==> config.mk <==
export PLATFORM = sky130hd
export DESIGN_NAME = ridbc_queue
export DESIGN_NICKNAME = d
export VERILOG_FILES = /design/src/rtl/core/ridbc_pkg.sv /design/src/rtl/core/ridbc_queue.sv
export SDC_FILE = /design/constraint.sdc
export NUM_CORES = 1
export LEC_CHECK = 0
export ABC_CLOCK_PERIOD_IN_PS = 2750
export CAP_MARGIN = 20
export CORE_MARGIN = 2
export CORE_UTILIZATION = 60
export DETAILED_ROUTE_END_ITERATION = 16
export DONT_BUFFER_PORTS = 1
export PLACE_DENSITY = 0.77
export SYNTH_ARGS = -nofsm -noshare
export SYNTH_HDL_FRONTEND = slang
export SYNTH_SLANG_ARGS = --single-unit
==> constraint.sdc <==
create_clock -name clock -period 2.75 [get_ports clock]
set_input_delay 0.275 -clock clock [delete_from_list [all_inputs] [get_ports clock]]
set_output_delay 0.275 -clock clock [all_outputs]
set_load 0.03 [all_outputs]
==> src/rtl/core/ridbc_pkg.sv <==
// ----------------------------------------------------------------------------
// ridbc_pkg
// Shared widths, operation codes and command type of the rule id compactor.
// ----------------------------------------------------------------------------
package ridbc_pkg;

   // request / result field widths
   localparam int FUNC_W  = 2;
   localparam int ID_W    = 16;
   localparam int MAXO_W  = 7;
   localparam int FOUND_W = 12;
   localparam int CFG_W   = 13;

   // register reset value
   localparam logic [CFG_W-1:0] CFG_RESET = 13'd4096;

   // parameter defaults
   localparam int MAX_RULES_DEF = 4096;
   localparam int MAX_EMIT_DEF  = 64;

   // bitmap geometry
   localparam int WORD_BITS = 64;
   localparam int BIT_W     = 6;
   // widths that cover the full MAX_RULES range (up to 65536)
   localparam int ADDR_MAX_W = ID_W - BIT_W;      // word address
   localparam int WCNT_W     = ADDR_MAX_W + 1;    // word count, up to 1024
   localparam int RULE_W     = ID_W + 1;          // rule count, up to 65536

   localparam int QUEUE_DEPTH = 4;

   // request operation codes
   localparam logic [FUNC_W-1:0] FUNC_SET     = 2'd0;
   localparam logic [FUNC_W-1:0] FUNC_COMPACT = 2'd1;
   localparam logic [FUNC_W-1:0] FUNC_CLEAR   = 2'd2;
   localparam logic [FUNC_W-1:0] FUNC_UNUSED  = 2'd3;

   // one queued command, front to back
   typedef struct packed {
      logic [FUNC_W-1:0]     op;
      logic [ADDR_MAX_W-1:0] addr;
      logic [BIT_W-1:0]      bit_sel;
      logic [MAXO_W-1:0]     limit;
      logic [WCNT_W-1:0]     nwords;
   } cmd_type;

   // back-end status seen by the front
   typedef struct packed {
      logic init_busy;
   } back_status_type;

   // queue status seen by the front
   typedef struct packed {
      logic full;
   } queue_status_type;

endpackage

==> src/rtl/core/ridbc_queue.sv <==
// ----------------------------------------------------------------------------
// ridbc_queue
// Short command FIFO between front and back.
// ----------------------------------------------------------------------------
module ridbc_queue
   import ridbc_pkg::*;
(
   input  logic             clock,
   input  logic             reset,
   input  logic             push,
   input  cmd_type          push_cmd,
   output queue_status_type queue_st,
   input  logic             pop,
   output cmd_type          pop_cmd,
   output logic             empty
);

   localparam int PTR_W = $clog2(QUEUE_DEPTH);

   cmd_type          slot_ff [QUEUE_DEPTH];
   logic [PTR_W-1:0] wr_ptr_ff;
   logic [PTR_W-1:0] rd_ptr_ff;
   logic [PTR_W:0]   count_ff;
   logic             do_push;
   logic             do_pop;

   assign empty       = (count_ff == '0);
   assign queue_st.full = (count_ff == (PTR_W+1)'(QUEUE_DEPTH));
   assign do_push     = push && !queue_st.full;
   assign do_pop      = pop && !empty;
   assign pop_cmd     = slot_ff[rd_ptr_ff];

   always_ff @(posedge clock) begin
      if (do_push) begin
         slot_ff[wr_ptr_ff] <= push_cmd;
      end
   end

   always_ff @(posedge clock) begin
      if (reset) begin
         wr_ptr_ff <= '0;
         rd_ptr_ff <= '0;
         count_ff  <= '0;
      end else begin
         if (do_push) begin
            wr_ptr_ff <= wr_ptr_ff + PTR_W'(1);
         end
         if (do_pop) begin
            rd_ptr_ff <= rd_ptr_ff + PTR_W'(1);
         end
         case ({do_push, do_pop})
            2'b10:   count_ff <= count_ff + (PTR_W+1)'(1);
            2'b01:   count_ff <= count_ff - (PTR_W+1)'(1);
            default: count_ff <= count_ff;
         endcase
      end
   end

endmodule

# After elaboration in Yosys (flattened, before gate mapping)
# Memory sizes are Yosys's and may differ from the RTL's. A register that Yosys moved wholly into a read port is not among the register bits.
# Index checks and enable logic that the tools add are counted.
# totals
inputBits	40
register_bits	7
output_inout_bits	38
ramBits	144
wordCells	22
n_memories	1
# memory_table
memory	words	width	read_ports	rd_clocked_by_memory_dff	write_ports	line	source
slot_ff	4	36	1	1	1	ridbc_queue.sv:20	cmd_type slot_ff [QUEUE_DEPTH];
# classes
addsub	4
eq_ne	3
n_mux	5
reduce_logical	6
# op_table
operator	n
3-bit one-hot mux with 2 select lines	1
2-bit by 1-bit adder with 2-bit output, second input constant	2
2-bit 2-to-1 mux	2
3-bit by 1-bit adder with 3-bit output, second input constant	1
3-bit == test, second input constant	1
3-bit logical NOT	1
3-bit by 1-bit subtractor with 3-bit output, second input constant	1
2-bit by 1-bit == test with 1-bit output, second input constant	1
2-bit == test, second input constant	1
1-bit logical AND	2
1-bit logical NOT	2
1-bit 2-to-1 mux	2
2-bit nonzero test	1

# Depth between registers and ports, before layout
# depth
word_depth	5
ltp_mapped	9
mapped_depth_nobuf	9

# Worst setup path before layout
# No wires, ideal clock.
# synth_path
kind	register to register
from	register count_ff[2]
to	register count_ff[2]
synth_period_minus_slack_ps	2397
path_stages_with_launch	10
arrival_ps	2327
setup_time_ps	70
slack_ps	353
cell_sequence	dfxtp_1 nor3b_2 nor2_1 inv_1 ha_1 inv_1 fa_1 xor2_1 or3_1 a21oi_1
# synth_via
elab_chain_len	5
word_cells_on_any_way	12
classes_between	add/sub (2); eq/ne (3); mux (1); reduce/logical (6)
# synth_rtl
element	line	source
from (decl)	ridbc_queue.sv:23	logic [PTR_W:0] count_ff;
from (signal assigned)	ridbc_queue.sv:52	2'b10: count_ff <= count_ff + (PTR_W+1)'(1);
from (signal assigned)	ridbc_queue.sv:53	2'b01: count_ff <= count_ff - (PTR_W+1)'(1);
from (signal assigned)	ridbc_queue.sv:54	default: count_ff <= count_ff;
3-bit == test *	ridbc_queue.sv:28	assign queue_st.full = (count_ff == (PTR_W+1)'(QUEUE_DEPTH));
net queue_st	ridbc_queue.sv:12	output queue_status_type queue_st,
1-bit logical NOT *	ridbc_queue.sv:29	assign do_push = push && !queue_st.full;
1-bit logical AND *	ridbc_queue.sv:29	
2-bit by 1-bit == test with 1-bit output / 2-bit == test (equally long branches)	ridbc_queue.sv:51	case ({do_push, do_pop})
3-bit one-hot mux with 2 select lines / 2-bit nonzero test (equally long branches)	-	
# Mark *: on every way through the listed nets, which the timed path passes. The rest lies on a longest branch.
# A chain may end at the register's enable or synchronous reset.

==> Implementation_results.wiki <==
{| class="wikitable"
! Metric !! Value
|-
| Run status || completed
|-
| Final GP Congestion || a little over 0.7
|-
| Min cycle time layout || ~2.4 ns
|-
| Slew headroom || 60.3%
|-
| Number of top-level pins || 78
|-
| Total global routing track utilization || about a fifth
|-
| Worst-path fanout max || 14
|-
| TritonCTS buffer count || 17
|-
| Root Driver || clkbuf_8
|-
| Overall die height || between 100 and 150 um
|-
| Synth Cell Area || about 5700 um2
|-
| Die ar. || 10400 um2
|-
| Number of library cell types mapped by synthesis || 24
|-
| Crit path max-delay family || multiplexers
|-
| Worst path arrival time || roughly 2.1 ns
|-
| Number of violations reported at the end of detailed-routing iteration 0 || approximately 130
|-
| Post_cts resized || 0
|-
| Syn avg cell area || approximately 24 um2
|-
| Dominant cell type by area after synthesis || edfxtp_1
|-
| Number of enable-type register cells in the synthesized netlist || 144
|-
| Total routed wirelength || around 9.5 mm
|-
| Number of buffers inserted by port buffering || 0
|-
| Final-report hold violation count || 0
|-
| Pre-CTS WS || approximately 0.63 ns
|-
| DP Area || 5890 um2
|-
| Sequential standard cell area || roughly 4500 um2
|-
| Setup slack of the worst register-to-register path || between 0.6 and 0.7 ns
|-
| Synthesized netlist net count || 288
|-
| Cells after Synth || 242
|-
| Number of antenna violations at the first check in global routing || 0
|-
| Ranking of synthesized cells by instance count || 144 x edfxtp_1, 30 x mux4_2, 9 x dfxtp_1
|-
| Number of nets in the layout || between 300 and 400
|-
| Post-synth top area share || approximately three quarters
|-
| Worst endpoint required time || about 2.5 ns
|-
| Part of the power in combinational logic || 23.7%
|-
| P_int || 4.55 mW
|-
| Area of the core || 9240 um2
|-
| Sequential cell fraction of total power || approximately 45%
|-
| Fraction of final layout cells with drive strength greater than 1 || 24.8%
|-
| TritonCTS clock tree || yes
|-
| End-of-flow core utilization || 73.7%
|-
| Clock Path Buffers || 2
|-
| CTS sink cnt || 153
|-
| WL per Instance || ~22 um
|-
| Number of max-cap violations || 0
|-
| Post-synth ARST share || 0%
|-
| Leading cell type by number of instances after synthesis || edfxtp_1
|-
| Max Slew Vio Count || 0
|-
| Main flop type after synthesis || edfxtp_1
|-
| Sequential area share after synthesis || between 70 and 80%
|-
| Switching power share of the total || about 31%
|-
| Total vias in the final route || around 2500
|-
| Final HPWL from detailed placement || approximately 5.4 mm
|-
| Clock slew seen by the registers of the worst setup and hold paths || roughly 0.07 ns
|-
| Number of iterations in the first detailed-routing pass || 5
|-
| Wire length of the first global-routing pass || roughly 14 mm
|-
| Total power density per cell area || 963 nW/um2
|-
| Top cells by area in the synthesized netlist || edfxtp_1 75%, mux4_2 12%, dfxtp_1 3.1%
|-
| Worst setup path category || flop to primary output
|-
| Inserted Diodes || 0
|-
| Fillcell total || between 500 and 600
|-
| Post-detailed-route DRC marker count || 0
|-
| Post-route ant nets || 0
|-
| Unrepaired setup endpoints after global routing || false
|-
| Site Rows || 35
|-
| Largest net degree at the start of global routing || 37
|-
| Final TNS setup || 0 ns
|-
| Largest stage delay on the critical path || ~0.66 ns
|-
| Slew at the pin with the worst max-slew slack || between 0.5 and 0.6 ns
|-
| Cell-by-cell trace of the critical path || buf_4, mux4_2
|-
| Multi-input logic area || approximately 1100 um2
|-
| Leftover overflow at the end of global routing || 0
|-
| Fin Clk Skew || roughly 0.013 ns
|-
| Proportion of power drawn by the clock network || between 30% and 40%
|-
| Worst-skew pair later-pin latency || just over 0.5 ns
|-
| Sw Pwr || 2.01 mW
|-
| Detail-routed via count per cell || ~5.7
|-
| Worst setup slack after layout || approximately 0.35 ns
|-
| Highest-delay cell along the critical path || mux4_2
|-
| Launching element type of the critical path || flop
|-
| Number of buffer and inverter instances along the worst setup path || 1
|-
| Die outline width || 102 um
|-
| Worst setup EP type || primary output
|-
| FMAX || 0.417 GHz
|-
| Yosys Warn Count || 0
|-
| Initial cell density of the core || between 60 and 70%
|-
| Final std cell area, no fill || 6810 um2
|-
| Tcrit/Tclk final || 87.2%
|-
| Worst hold-check path type || input pin to flop
|-
| Max H-tree Level || 4
|-
| Leakage power || 2.20 nW
|-
| Via count of the first global-routing pass || about 2600
|-
| Final setup violation count || 0
|-
| Peak supply drop || 0.523 mV
|-
| Flip-flop and latch count after synthesis || around 150
|-
| Growth of design area from synthesis to finish || 18.8%
|}
per-layer routing:
metal | global-route usage, % | vias to the layer above | routed length (um) | share of wire (%)
met3 | 7.25 | 5 | 610 | 6.4
met4 | 5.93 | 0 | 49 | 0.52
li1 | - | 1114 | - | -
met2 | 31.5 | 87 | 4840 | 51
met1 | 24.9 | 1280 | 3970 | 42
met5 | 0 | - | 0 | 0
cell type report:
type	count	share of cell area [%]
Timing Repair Buffer	46	6.83
Clock buffer	17	6.08
Multi-Input combinational cell	72	16.3
Clock inverter	14	1.85
Inverter	8	0.441
Tap cell	129	2.37
Sequential cell	153	66.1
registers in the layout (all words and copies together) (netlist names), named ones only:
| name | cells |
|---|---|
| rd_ptr_ff | 2 |
| slot_ff | 144 |
| wr_ptr_ff | 2 |
| count_ff | 3 |
final timing paths:
| path | endpoint | cells past startpoint | from |
|---|---|---|---|
| worst max register to register | count_ff[2] | 9 | count_ff[2] |
| worst max-delay path | pop_cmd[3] | 2 | flop |
| worst min-delay path | flop | 3 | pop |
| worst min register to register | flop | 2 | rd_ptr_ff[1] |
stage by stage:
step | hold WS, ns | instances | total power [mW]
global placement | 0.342 | 370 | 4.45
CTS | 0.00426 | 439 | 6.63
global route | 0.0325 | 439 | 6.81
detailed placement | 0.343 | 370 | 4.48
finish | 0.0271 | 439 | 6.56
floorplan | 0.374 | 242 | 4.31
cell usage in the layout, fill, tap and decap left out, drive strengths merged:
| master | instances |
|---|---|
| nand2 | 1 |
| buf | 8 |
| mux2i | 1 |
| nor2 | 6 |
| mux4 | 36 |
| clkinvlp | 6 |
| a21oi | 4 |
| edfxtp | 144 |
| o21ai | 3 |
| or3 | 3 |
| nand2b | 2 |
| clkinv | 4 |
| nor3 | 1 |
| dlygate4sd3 | 38 |
| bufinv | 1 |
| o31ai | 1 |
| nor3b | 1 |
| ha | 5 |
| inv | 11 |
| and2 | 4 |
| fa | 1 |
| clkbuf | 17 |
| xor2 | 3 |
| dfxtp | 9 |
worst reg2reg max path: cells and delay by family (launching register included):
family / cells / cell delay (ns)
fa+ha+maj: 2 / 0.54
compound gates: 1 / 0.14
simple gates: 3 / 0.69
xor+xnor: 1 / 0.16
buf+inv: 2 / 0.14
flops: 1 / 0.41
power groups by stage:
| stage | combinational [mW] | sequential, mW | clock (mW) |
|---|---|---|---|
| after floorplan | 1.42 | 2.89 | 0 |
| after global placement | 1.49 | 2.95 | 0 |
| after detailed placement | 1.51 | 2.97 | 0 |
| after CTS | 1.58 | 2.92 | 2.13 |
| after global routing | 1.66 | 2.94 | 2.22 |
| final | 1.55 | 2.92 | 2.09 |
logic make-up (layout without fill, tap and decap cells):
kind of cell | after synthesis | after routing | synth area share, %
DFF | 153 | 153 | 78.6
muxes | 37 | 37 | 14.7
and+or+nand+nor | 18 | 18 | 1.83
buffers and inverters | 17 | 85 | 2.18
AOI/OAI and AO/OA | 8 | 8 | 0.829
adders and majority gates | 6 | 6 | 1.44
xor gates and xnor gates | 3 | 3 | 0.458
what timing repair did:
item	in CTS	in global routing
setup endpoints to repair	0	0
setup buffers	0	0
hold buffers	38	0
hold endpoints to repair	153	0
Power figures use the tool's default switching activity.
