===== src/rtl/core/ridbc_pkg.sv =====
// ----------------------------------------------------------------------------
// ridbc_pkg
// Shared widths, operation codes and command type of the rule id compactor.
// ----------------------------------------------------------------------------
package ridbc_pkg;

   // request / result field widths
   localparam int FUNC_W  = 2;
   localparam int ID_W    = 16;
   localparam int MAXO_W  = 7;
   localparam int FOUND_W = 12;
   localparam int CFG_W   = 13;

   // register reset value
   localparam logic [CFG_W-1:0] CFG_RESET = 13'd4096;

   // parameter defaults
   localparam int MAX_RULES_DEF = 4096;
   localparam int MAX_EMIT_DEF  = 64;

   // bitmap geometry
   localparam int WORD_BITS = 64;
   localparam int BIT_W     = 6;
   // widths that cover the full MAX_RULES range (up to 65536)
   localparam int ADDR_MAX_W = ID_W - BIT_W;      // word address
   localparam int WCNT_W     = ADDR_MAX_W + 1;    // word count, up to 1024
   localparam int RULE_W     = ID_W + 1;          // rule count, up to 65536

   localparam int QUEUE_DEPTH = 4;

   // request operation codes
   localparam logic [FUNC_W-1:0] FUNC_SET     = 2'd0;
   localparam logic [FUNC_W-1:0] FUNC_COMPACT = 2'd1;
   localparam logic [FUNC_W-1:0] FUNC_CLEAR   = 2'd2;
   localparam logic [FUNC_W-1:0] FUNC_UNUSED  = 2'd3;

   // one queued command, front to back
   typedef struct packed {
      logic [FUNC_W-1:0]     op;
      logic [ADDR_MAX_W-1:0] addr;
      logic [BIT_W-1:0]      bit_sel;
      logic [MAXO_W-1:0]     limit;
      logic [WCNT_W-1:0]     nwords;
   } cmd_type;

   // back-end status seen by the front
   typedef struct packed {
      logic init_busy;
   } back_status_type;

   // queue status seen by the front
   typedef struct packed {
      logic full;
   } queue_status_type;

endpackage


===== src/rtl/core/ridbc_rsp_if.sv =====
// ----------------------------------------------------------------------------
// ridbc_rsp_if
// Result channel: found id, empty and last flags with valid/ready.
// ----------------------------------------------------------------------------
interface ridbc_rsp_if
   import ridbc_pkg::*;
   ();
   logic               valid;
   logic               ready;
   logic [FOUND_W-1:0] found_id;
   logic               is_empty;
   logic               last;

   modport source (output valid, output found_id, output is_empty, output last,
                   input ready);
   modport sink   (input valid, input found_id, input is_empty, input last,
                   output ready);
endinterface


===== src/rtl/core/ridbc_back.sv =====
// ----------------------------------------------------------------------------
// ridbc_back
// Bitmap word memory and the sequencer that runs set, clear and compact,
// with the result output register.
// ----------------------------------------------------------------------------
module ridbc_back
   import ridbc_pkg::*;
#(
   parameter int MAX_RULES = MAX_RULES_DEF
) (
   input  logic            clock,
   input  logic            reset,
   input  logic            empty,
   input  cmd_type         pop_cmd,
   output logic            pop,
   output back_status_type back_st,
   ridbc_rsp_if.source     rsp
);

   localparam int WORDS = (MAX_RULES + WORD_BITS - 1) / WORD_BITS;
   localparam int AW    = (WORDS > 1) ? $clog2(WORDS) : 1;

   localparam logic [2:0] ST_IDLE  = 3'd0;
   localparam logic [2:0] ST_SETWR = 3'd1;
   localparam logic [2:0] ST_CLR   = 3'd2;
   localparam logic [2:0] ST_CLOAD = 3'd3;
   localparam logic [2:0] ST_CSCAN = 3'd4;
   localparam logic [2:0] ST_FIN   = 3'd5;

   // word memory
   logic [WORD_BITS-1:0] mem [WORDS];
   logic                 rd_en;
   logic [AW-1:0]        rd_addr;
   logic [WORD_BITS-1:0] rd_data_ff;
   logic                 wr_en;
   logic [AW-1:0]        wr_addr;
   logic [WORD_BITS-1:0] wr_data;

   always_ff @(posedge clock) begin
      if (wr_en) begin
         mem[wr_addr] <= wr_data;
      end
      if (rd_en) begin
         rd_data_ff <= mem[rd_addr];
      end
   end

   // control
   logic [2:0]           state_ff,  state_in;
   logic                 init_ff,   init_in;
   logic [AW-1:0]        clr_ff,    clr_in;
   logic [AW-1:0]        addr_ff,   addr_in;
   logic [BIT_W-1:0]     bit_ff,    bit_in;
   logic [MAXO_W-1:0]    lim_ff,    lim_in;
   logic [MAXO_W-1:0]    cnt_ff,    cnt_in;
   logic [WCNT_W-1:0]    nw_ff,     nw_in;
   logic [WCNT_W-1:0]    wi_ff,     wi_in;
   logic [WORD_BITS-1:0] w_ff,      w_in;
   logic                 pend_v_ff, pend_v_in;
   logic [FOUND_W-1:0]   pend_ff,   pend_in;

   // output register
   logic               out_v_ff;
   logic [FOUND_W-1:0] out_id_ff;
   logic               out_empty_ff;
   logic               out_last_ff;
   logic               out_load;
   logic [FOUND_W-1:0] out_id_in;
   logic               out_empty_in;
   logic               out_last_in;
   logic               out_free;

   // lowest set bit of the current word
   logic [WORD_BITS-1:0] low_onehot;
   logic [BIT_W-1:0]     low_idx;

   always_comb begin
      low_onehot = w_ff & (~w_ff + WORD_BITS'(1));
      low_idx    = '0;
      for (int k = 0; k < BIT_W; k++) begin
         for (int i = 0; i < WORD_BITS; i++) begin
            if (((i >> k) & 1) == 1) begin
               low_idx[k] = low_idx[k] | low_onehot[i];
            end
         end
      end
   end

   assign out_free        = !out_v_ff || rsp.ready;
   assign back_st.init_busy = init_ff;

   always_comb begin
      state_in     = state_ff;
      init_in      = init_ff;
      clr_in       = clr_ff;
      addr_in      = addr_ff;
      bit_in       = bit_ff;
      lim_in       = lim_ff;
      cnt_in       = cnt_ff;
      nw_in        = nw_ff;
      wi_in        = wi_ff;
      w_in         = w_ff;
      pend_v_in    = pend_v_ff;
      pend_in      = pend_ff;
      pop          = 1'b0;
      rd_en        = 1'b0;
      rd_addr      = '0;
      wr_en        = 1'b0;
      wr_addr      = addr_ff;
      wr_data      = rd_data_ff | (WORD_BITS'(1) << bit_ff);
      out_load     = 1'b0;
      out_id_in    = pend_ff;
      out_empty_in = 1'b0;
      out_last_in  = 1'b0;

      unique case (state_ff)
         ST_IDLE: begin
            if (!empty) begin
               pop = 1'b1;
               case (pop_cmd.op)
                  FUNC_SET: begin
                     rd_en    = 1'b1;
                     rd_addr  = pop_cmd.addr[AW-1:0];
                     addr_in  = pop_cmd.addr[AW-1:0];
                     bit_in   = pop_cmd.bit_sel;
                     state_in = ST_SETWR;
                  end
                  FUNC_CLEAR: begin
                     clr_in   = '0;
                     state_in = ST_CLR;
                  end
                  default: begin   // compact
                     lim_in    = pop_cmd.limit;
                     nw_in     = pop_cmd.nwords;
                     cnt_in    = '0;
                     pend_v_in = 1'b0;
                     if (pop_cmd.nwords == '0 || pop_cmd.limit == '0) begin
                        state_in = ST_FIN;
                     end else begin
                        rd_en    = 1'b1;
                        rd_addr  = '0;
                        addr_in  = '0;
                        wi_in    = WCNT_W'(1);
                        state_in = ST_CLOAD;
                     end
                  end
               endcase
            end
         end
         ST_SETWR: begin
            wr_en    = 1'b1;
            state_in = ST_IDLE;
         end
         ST_CLR: begin
            wr_en   = 1'b1;
            wr_addr = clr_ff;
            wr_data = '0;
            if (clr_ff == AW'(WORDS - 1)) begin
               init_in  = 1'b0;
               state_in = ST_IDLE;
            end else begin
               clr_in = clr_ff + AW'(1);
            end
         end
         ST_CLOAD: begin
            w_in     = rd_data_ff;
            state_in = ST_CSCAN;
         end
         ST_CSCAN: begin
            if (w_ff == '0 || cnt_ff == lim_ff) begin
               if (cnt_ff == lim_ff || wi_ff == nw_ff) begin
                  state_in = ST_FIN;
               end else begin
                  rd_en    = 1'b1;
                  rd_addr  = wi_ff[AW-1:0];
                  addr_in  = wi_ff[AW-1:0];
                  wi_in    = wi_ff + WCNT_W'(1);
                  state_in = ST_CLOAD;
               end
            end else if (!pend_v_ff || out_free) begin
               // previous hit is known not to be last now
               out_load  = pend_v_ff;
               pend_v_in = 1'b1;
               pend_in   = FOUND_W'({addr_ff, low_idx});
               w_in      = w_ff & (w_ff - WORD_BITS'(1));
               cnt_in    = cnt_ff + MAXO_W'(1);
            end
         end
         ST_FIN: begin
            if (out_free) begin
               out_load     = 1'b1;
               out_last_in  = 1'b1;
               out_empty_in = !pend_v_ff;
               out_id_in    = pend_v_ff ? pend_ff : '0;
               pend_v_in    = 1'b0;
               state_in     = ST_IDLE;
            end
         end
         default: begin
            state_in = ST_IDLE;
         end
      endcase
   end

   always_ff @(posedge clock) begin
      if (reset) begin
         state_ff  <= ST_CLR;
         init_ff   <= 1'b1;
         clr_ff    <= '0;
         pend_v_ff <= 1'b0;
         out_v_ff  <= 1'b0;
      end else begin
         state_ff  <= state_in;
         init_ff   <= init_in;
         clr_ff    <= clr_in;
         pend_v_ff <= pend_v_in;
         if (out_load) begin
            out_v_ff <= 1'b1;
         end else if (rsp.ready) begin
            out_v_ff <= 1'b0;
         end
      end
   end

   always_ff @(posedge clock) begin
      addr_ff <= addr_in;
      bit_ff  <= bit_in;
      lim_ff  <= lim_in;
      cnt_ff  <= cnt_in;
      nw_ff   <= nw_in;
      wi_ff   <= wi_in;
      w_ff    <= w_in;
      pend_ff <= pend_in;
      if (out_load) begin
         out_id_ff    <= out_id_in;
         out_empty_ff <= out_empty_in;
         out_last_ff  <= out_last_in;
      end
   end

   assign rsp.valid    = out_v_ff;
   assign rsp.found_id = out_id_ff;
   assign rsp.is_empty = out_empty_ff;
   assign rsp.last     = out_last_ff;

endmodule


===== src/flat_wrapper.sv =====
// flat-port wrapper written by rule: the top's interface ports become plain ports
module ridbc_back_flat import ridbc_pkg::*;
#(
   parameter int MAX_RULES = MAX_RULES_DEF
)
  (clock, reset, empty, pop_cmd, pop, back_st, rsp_valid, rsp_found_id, rsp_is_empty, rsp_last, rsp_ready);
  ridbc_rsp_if rsp_i ();
  input  logic clock;
  input  logic reset;
  input  logic empty;
  input  cmd_type pop_cmd;
  output logic pop;
  output back_status_type back_st;
  output wire logic [$bits(rsp_i.valid)-1:0] rsp_valid;
  output wire logic [$bits(rsp_i.found_id)-1:0] rsp_found_id;
  output wire logic [$bits(rsp_i.is_empty)-1:0] rsp_is_empty;
  output wire logic [$bits(rsp_i.last)-1:0] rsp_last;
  input wire logic [$bits(rsp_i.ready)-1:0] rsp_ready;
  assign rsp_valid = rsp_i.valid;
  assign rsp_found_id = rsp_i.found_id;
  assign rsp_is_empty = rsp_i.is_empty;
  assign rsp_last = rsp_i.last;
  assign rsp_i.ready = rsp_ready;
  ridbc_back #(.MAX_RULES(MAX_RULES)) u_core (.clock(clock), .reset(reset), .empty(empty), .pop_cmd(pop_cmd), .pop(pop), .back_st(back_st), .rsp(rsp_i));
endmodule

===== config.mk =====
export PLATFORM = sky130hd
export DESIGN_NAME = ridbc_back_flat
export DESIGN_NICKNAME = d
export VERILOG_FILES = /design/src/rtl/core/ridbc_pkg.sv /design/src/rtl/core/ridbc_rsp_if.sv /design/src/rtl/core/ridbc_back.sv /design/src/flat_wrapper.sv
export SDC_FILE = /design/constraint.sdc
export NUM_CORES = 2
export LEC_CHECK = 0
export ABC_CLOCK_PERIOD_IN_PS = 10200
export BUFFER_PORTS_ARGS = -buffer_cell sky130_fd_sc_hd__buf_2
export CAP_MARGIN = 20
export CORE_UTILIZATION = 40
export DETAILED_ROUTE_END_ITERATION = 7
export HOLD_SLACK_MARGIN = 0.02
export PLACE_DENSITY = 0.56
export SYNTH_ARGS = -nofsm -noshare
export SYNTH_HDL_FRONTEND = slang
export SYNTH_SLANG_ARGS = --single-unit

===== constraint.sdc =====
create_clock -name clock -period 10.2 [get_ports clock]
set_clock_uncertainty 0.1 [all_clocks]
set_input_delay 0.51 -clock clock [delete_from_list [all_inputs] [get_ports clock]]
set_output_delay 0.51 -clock clock [all_outputs]
set_load 0.005 [all_outputs]

# ---- After elaboration in Yosys (flattened, before gate mapping)
# Memory sizes are Yosys's and may differ from the RTL's. A register that Yosys moved wholly into a read port is not among the register bits.
# Cells that the tools add are included.
# W data, S select, Z words.
dict set report word_totals {
  inputBits 40
  ff_bits 150
  latchBits 0
  n_memories 1
  mem_bits_ro 0
  ram_bits 4096
}
dict set report classes {
  magnitude_cmp 0
  div_mod_pow 0
  muxes 65
  reduce_logical 31
  bitwise 193
  shift 1
  n_eq_ne 22
  n_addsub 5
  mul 0
}
# name depth word_bits rd rd_ports_with_merged_regs wr line_no
set mem_list {}
lappend mem_list {u_core.mem 64 64 1 1 1 ridbc_back.sv:31} ;# logic [WORD_BITS-1:0] mem [WORDS];
# operator n
set ops {}
lappend ops {{$mux W64} 3}
lappend ops {{$or A1 B1 Y1} 186}
lappend ops {{$and A64 B64 Y64} 2}
lappend ops {{$pmux W64 S2} 1}
lappend ops {{$mux W6} 12}
lappend ops {{$add A64 B1 Y64 const B} 1}
lappend ops {{$logic_not A64 Y1} 1}
lappend ops {{$not A64 Y64} 1}
lappend ops {{$or A64 B64 Y64} 1}
lappend ops {{$shl A1 B6 Y64 const A} 1}
lappend ops {{$sub A64 B1 Y64 const B} 1}
lappend ops {{$mux W11} 5}
lappend ops {{$pmux W6 S2} 4}
lappend ops {{$mux W12} 3}
lappend ops {{$mux W7} 4}
lappend ops {{$pmux W11 S2} 1}
lappend ops {{$mux W1} 19}
lappend ops {{$mux W3} 6}
lappend ops {{$reduce_and A6 Y1} 3}
lappend ops {{$ne A2 B2 Y1 const B} 8}
lappend ops {{$pmux W3 S5} 1}
lappend ops {{$pmux W7 S2} 1}
lappend ops {{$reduce_and A3 Y1} 4}
lappend ops {{$add A11 B1 Y11 const B} 1}
lappend ops {{other kinds (27)} 47}

# ---- Logic depth before layout (Yosys ltp)
dict set report logic_depth {
  depth_word 34
  mapped_depth 17
  depth_no_buf 11
}

# ---- Least setup slack after synthesis
# OpenSTA, ideal clock, no wires.
dict set report synth_timing {
  kind {register to register}
  startpoint {reg u_core.state_ff[2]}
  endpoint {mem u_core.mem[0][0] (enable)}
  t_arrival_ns 4.376
  setup_ns 0.487
  path_slack_ns 5.238
  n_path_buf 3
  period_less_slack_ns 4.962
  required_time_ns 9.613
  path_stages_with_launch 9
  cell_sequence {dfxtp_1 clkbuf_1 nor2_1 and2_1 clkbuf_1 clkbuf_1 o31ai_1 nand2_1 nor2_1}
}
dict set report synth_via {
  elab_chain_cells 5
  elab_cells_between_ends 7
  classes_between {eq/ne (2); mux (4); reduce/logical (1)}
}
# element line_no
set synth_rtl {}
lappend synth_rtl {{start, declared} ridbc_back.sv:49} ;# logic [2:0] state_ff, state_in;
lappend synth_rtl {{start signal, assigned} ridbc_back.sv:213} ;# state_ff <= state_in;
lappend synth_rtl {{$eq A3 B1 Y1 or $eq A3 B2 Y1 (tied branches)} ridbc_back.sv:116} ;# unique case (state_ff)
lappend synth_rtl {{$reduce_or A2 Y1 (no line)} n/a}
lappend synth_rtl {{$mux W1} ridbc_back.sv:116}
lappend synth_rtl {{$mux W1} ridbc_back.sv:40} ;# if (wr_en) begin
lappend synth_rtl {{$mux W1 (implied by the code)} ridbc_back.sv:41} ;# mem[wr_addr] <= wr_data;
lappend synth_rtl {{end, declared} ridbc_back.sv:31}
# Parallel ways exist; a longest one is shown, timed or not.

# ---- Final worst setup path
dict set report layout_timing {
  startpoint {reg u_core.state_ff[1]}
  endpoint {reg u_core.rd_data_ff[37], read port of u_core.mem, data pin}
}
dict set report layout_via {
  elab_chain_cells 2
  elab_cells_between_ends 4
  classes_between {eq/ne (1); mux (2); reduce/logical (1)}
}
# element line_no
set layout_rtl {}
lappend layout_rtl {{$eq A3 B3 Y1 or $logic_not A3 Y1 (tied branches)} ridbc_back.sv:116}
lappend layout_rtl {{$pmux W6 S2 or $pmux W1 S2 (tied branches)} ridbc_back.sv:116}
lappend layout_rtl {{end, declared} ridbc_back.sv:34} ;# logic [WORD_BITS-1:0] rd_data_ff;
# Parallel ways exist; a longest one is shown, timed or not.
# A chain may end at the register's enable or synchronous reset.

==> key figures <==
Synthesis
  – Sequential fraction of the synthesis area: 76.0%
  – Synthesis-stage register bit count: 4,310
  – Post-synthesis xor/xnor area fraction: 0.160%
  – Asr flop ratio synth: 0%
  – Ys Warns: 0
  – Syn Nets: 12,600
  – Largest family of logic cells by synthesized area: simple AND/OR/NAND/NOR gates
  – Synth Area in Simple Gates: 14.0%
  – Library cells used by synthesis: 86
  – Syn Area/Cell: 13.6 um^2
  – Compound-Gate Fraction of Synth Area: 6.22%
  – Post-Synth Adder-Cell Area: 0.0221%
  – Synth Cell Area: 170,000 um^2
  – Post-synthesis mux area share: 1.43%
  – EDFF count, synth: 4,298
  – Synth Instances: 12,500
  – Main synth FF type: edfxtp_1

Route
  – Avg WL per Cell: 32.1 um
  – ANT nets after route: 0
  – Met2 wire len: 265 mm
  – Highest Signal Layer: met5
  – Vias per cell: 6.05
  – DR iter-0 viols: 17,400
  – 1st-pass router iterations: 8
  – Vias: 113,000
  – Drt drc: 32
  – Wirelength, routed: 599 mm
  – DR WL met3: 71.4 mm
  – Metal-1 WL: 237 mm

Run status
  – Failing checks: design-rule violations
  – Outcome: finished with violations

GRT
  – Vias in the first global route: 103,000
  – Initial antenna violation count: 34
  – Pin count of the biggest net entering global routing: 152
  – GR Overflow Total: 0
  – First-pass GRT wire length: 821 mm
  – Gr usage total: 27.2%

Critical path
  – R2R Path End: u_core.rd_data_ff[37]
  – CP Max Fanout: 66
  – Worst r2r path cells: 13
  – Reg2Reg Launch Point: u_core.state_ff[1]
  – Worst Path Arrival: 7.58 ns
  – Worst setup path end: u_core.rd_data_ff[37]
  – Worst setup EP type: register
  – Crit. Startpoint: u_core.state_ff[1]
  – R2R Setup Slk: 3.37 ns
  – Required time of the critical path: 10.95 ns
  – Worst setup SP type: register
  – Critical path class: register to register

Timing
  – Slew @ Worst Pin: 1.30 ns
  – Setup violators final: 0
  – Unrepaired setup endpoints after global routing: no
  – Setup tns final: 0 ns
  – Hold WS: 0.132 ns
  – Max Freq: 0.146 GHz
  – Tmin final: 6.83 ns
  – Max Slew Vio Count: 0
  – Tcrit/Tclk final: 67.0%
  – Final hold viol count: 0
  – Max_slew headroom: 12.7%

Die
  – Die Height: 654 um
  – IO Count: 57
  – Die Width: 654 um
  – Die area: 428,000 um^2
  – Starting Density: 40.2%
  – Core ar.: 424,000 um^2
  – Row count: 239

CTS
  – Clk sinks: 4,310
  – CTS tree: yes
  – Post_cts resized: 0
  – Root buf cell: clkbuf_16
  – Clk_lat worst skew: 1.04 ns
  – Htree depth: 5
  – Clk buf depth: 4
  – Cts bufs inserted: 440
  – Worst-path clk slew: 0.06 ns

Power
  – Sequential power share: 50.9%
  – Worst vdd ir: 0.349 mV
  – Sw Pwr: 12.9 mW
  – Internal power: 33.3 mW
  – Pleak: 64.4 nW
  – Clk pwr share: 34.3%
  – Sw Share: 27.9%
  – P per Cell Area: 239 nW/um^2
  – Combinational fraction of design power: 14.8%

Run
  – Max Cap Viol: 0

Placed design
  – PortBufs: 52
  – Placed Instances: 17,800
  – HPWL Detailed: 313 mm
  – RePlAce Congestion: 0.940

Finish
  – Fin cells: 18,700
  – Area Growth Syn to Fin: 13.7%
  – Final net count: 12,700
  – Layout cells sized above 1: 9.86%
  – Util after Layout: 45.7%

Min path
  – Hold WC Path Type: primary input to register
[sequential cells by signal, summed over array words and instances (netlist names)]
signal	cells
u_core.rsp.is_empty	1
u_core.w_ff	64
u_core.state_ff	3
u_core.rsp.valid	1
u_core.cnt_ff	7
u_core.bit_ff	6
u_core.rd_data_ff	64
u_core.pend_v_ff	1
u_core.addr_ff	6
u_core.mem	4096
u_core.lim_ff	7
u_core.wi_ff	11
u_core.back_st	1
u_core.rsp.last	1
u_core.rsp.found_id	12
u_core.nw_ff	11
u_core.pend_ff	12
u_core.clr_ff	6
[cells in the mapped netlist, types with 17 or more instances]
master	count	area share, %
nand3_1	1321	3.9
a32oi_1	84	0.43
nor3_1	92	0.27
nand4_1	69	0.25
xnor2_1	19	0.098
buf_1	75	0.17
a2111oi_0	22	0.11
buf_2	389	1.1
or3_1	27	0.099
nor2_1	322	0.71
a21oi_1	358	1.1
a221oi_1	24	0.12
buf_4	39	0.17
o22a_1	17	0.087
clkbuf_1	282	0.62
o22ai_1	115	0.42
nor4_1	32	0.12
o21ai_0	203	0.60
a22oi_1	33	0.15
a31oi_1	292	1.1
a32o_1	62	0.36
mux2i_1	237	1.4
o221ai_1	81	0.42
nand2_1	3410	7.5
edfxtp_1	4298	76
o211ai_1	32	0.14
and3_1	197	0.72
a211oi_1	60	0.26
a311oi_1	34	0.17
and2_1	27	0.099
[logic make-up after synthesis]
| group | after synthesis |
|---|---|
| adders and majority gates | 3 |
| DFF | 4310 |
| muxes | 242 |
| AOI/OAI and AO/OA | 1563 |
| buffers and inverters | 803 |
| and+or+nand+nor | 5571 |
| xor gates and xnor gates | 31 |
[worst min-delay path by stage]
stage	startpoint	endpoint	slack [ns]	cells after the start
2_1_floorplan	u_core.addr_ff[5]	u_core.pend_ff[11]	0.35	0
3_3_place_gp	u_core.back_st	u_core.back_st	0.35	2
3_5_place_dp	u_core.back_st	u_core.back_st	0.36	2
4_1_cts	pop_cmd[23]	u_core.bit_ff[5]	0.08	2
5_1_grt	pop_cmd[22]	u_core.bit_ff[4]	0.15	2
6_report	pop_cmd[23]	u_core.bit_ff[5]	0.13	2
[per-stage QoR]
stage	area [um^2]	setup slack, ns	total power, mW
detailed placement	179000	3.46	30.5
floorplan	170000	5.24	27.2
finish	194000	3.37	46.2
global placement	178000	3.52	30.3
global route	193000	3.08	47.4
CTS	193000	3.42	46.1
[placed cells by master (no fill, tap or decap), types with 82 or more instances in the layout]
cell type	netlist	routed
o22ai_1	115	115
a21oi_1	358	358
edfxtp_1	4298	4298
clkinv_2	0	97
buf_4	39	303
and3_1	197	197
nor2_1	322	179
clkbuf_16	0	446
nor3_1	92	84
nand3_1	1321	1321
nand2_1	3410	3399
a31oi_1	292	291
clkinv_1	0	128
a32oi_1	84	82
nor2_4	2	144
mux2i_1	237	237
o21ai_0	203	203
[critical path, cell delays in order (launching register included)]
cell     delay (ns)
dfxtp_1        0.56
nor2_1         0.49
and2_2         0.22
buf_4          0.64
nand2_1        0.43
nor4_4         0.60
a21o_4         0.70
nor2_4         0.29
buf_4          0.31
nor2_4         0.39
buf_4          0.69
a32oi_1        0.24
nor3_1         0.60
o32a_1         0.25
[final cells by class]
| class | instances | area [um^2] |
|---|---|---|
| fillers | 37300 | 230000 |
| multi-input cells | 7410 | 38600 |
| repair buffers | 472 | 4500 |
| inverters | 13 | 48.8 |
| diodes | 18 | 45.0 |
| flip-flops and latches | 4310 | 129000 |
| clock inverters | 295 | 2510 |
| well taps | 5663 | 7090 |
| clock buffers | 519 | 11500 |
[routing by layer]
metal | up-vias | GRT usage (%)
li1 | 47100 | -
met1 | 57800 | 38.1
met2 | 6982 | 41.2
met5 | - | 0
met3 | 1263 | 6.25
met4 | 28 | 10.5
[power groups by stage]
stage / logic (mW) / registers, mW / clock network, mW
4_1_cts: 6.67 / 23.5 / 16.0
6_report: 6.85 / 23.5 / 15.9
3_3_place_gp: 6.38 / 23.9 / 0
3_5_place_dp: 6.65 / 23.9 / 0
5_1_grt: 7.20 / 23.6 / 16.6
2_1_floorplan: 3.31 / 23.9 / 0
[timing repair]
action,CTS,global route
hold buffers,37,0
setup endpoints to repair,0,0
setup buffers,0,0
hold endpoints to repair,43,0
Note: power is estimated with default switching activity, not from simulation.
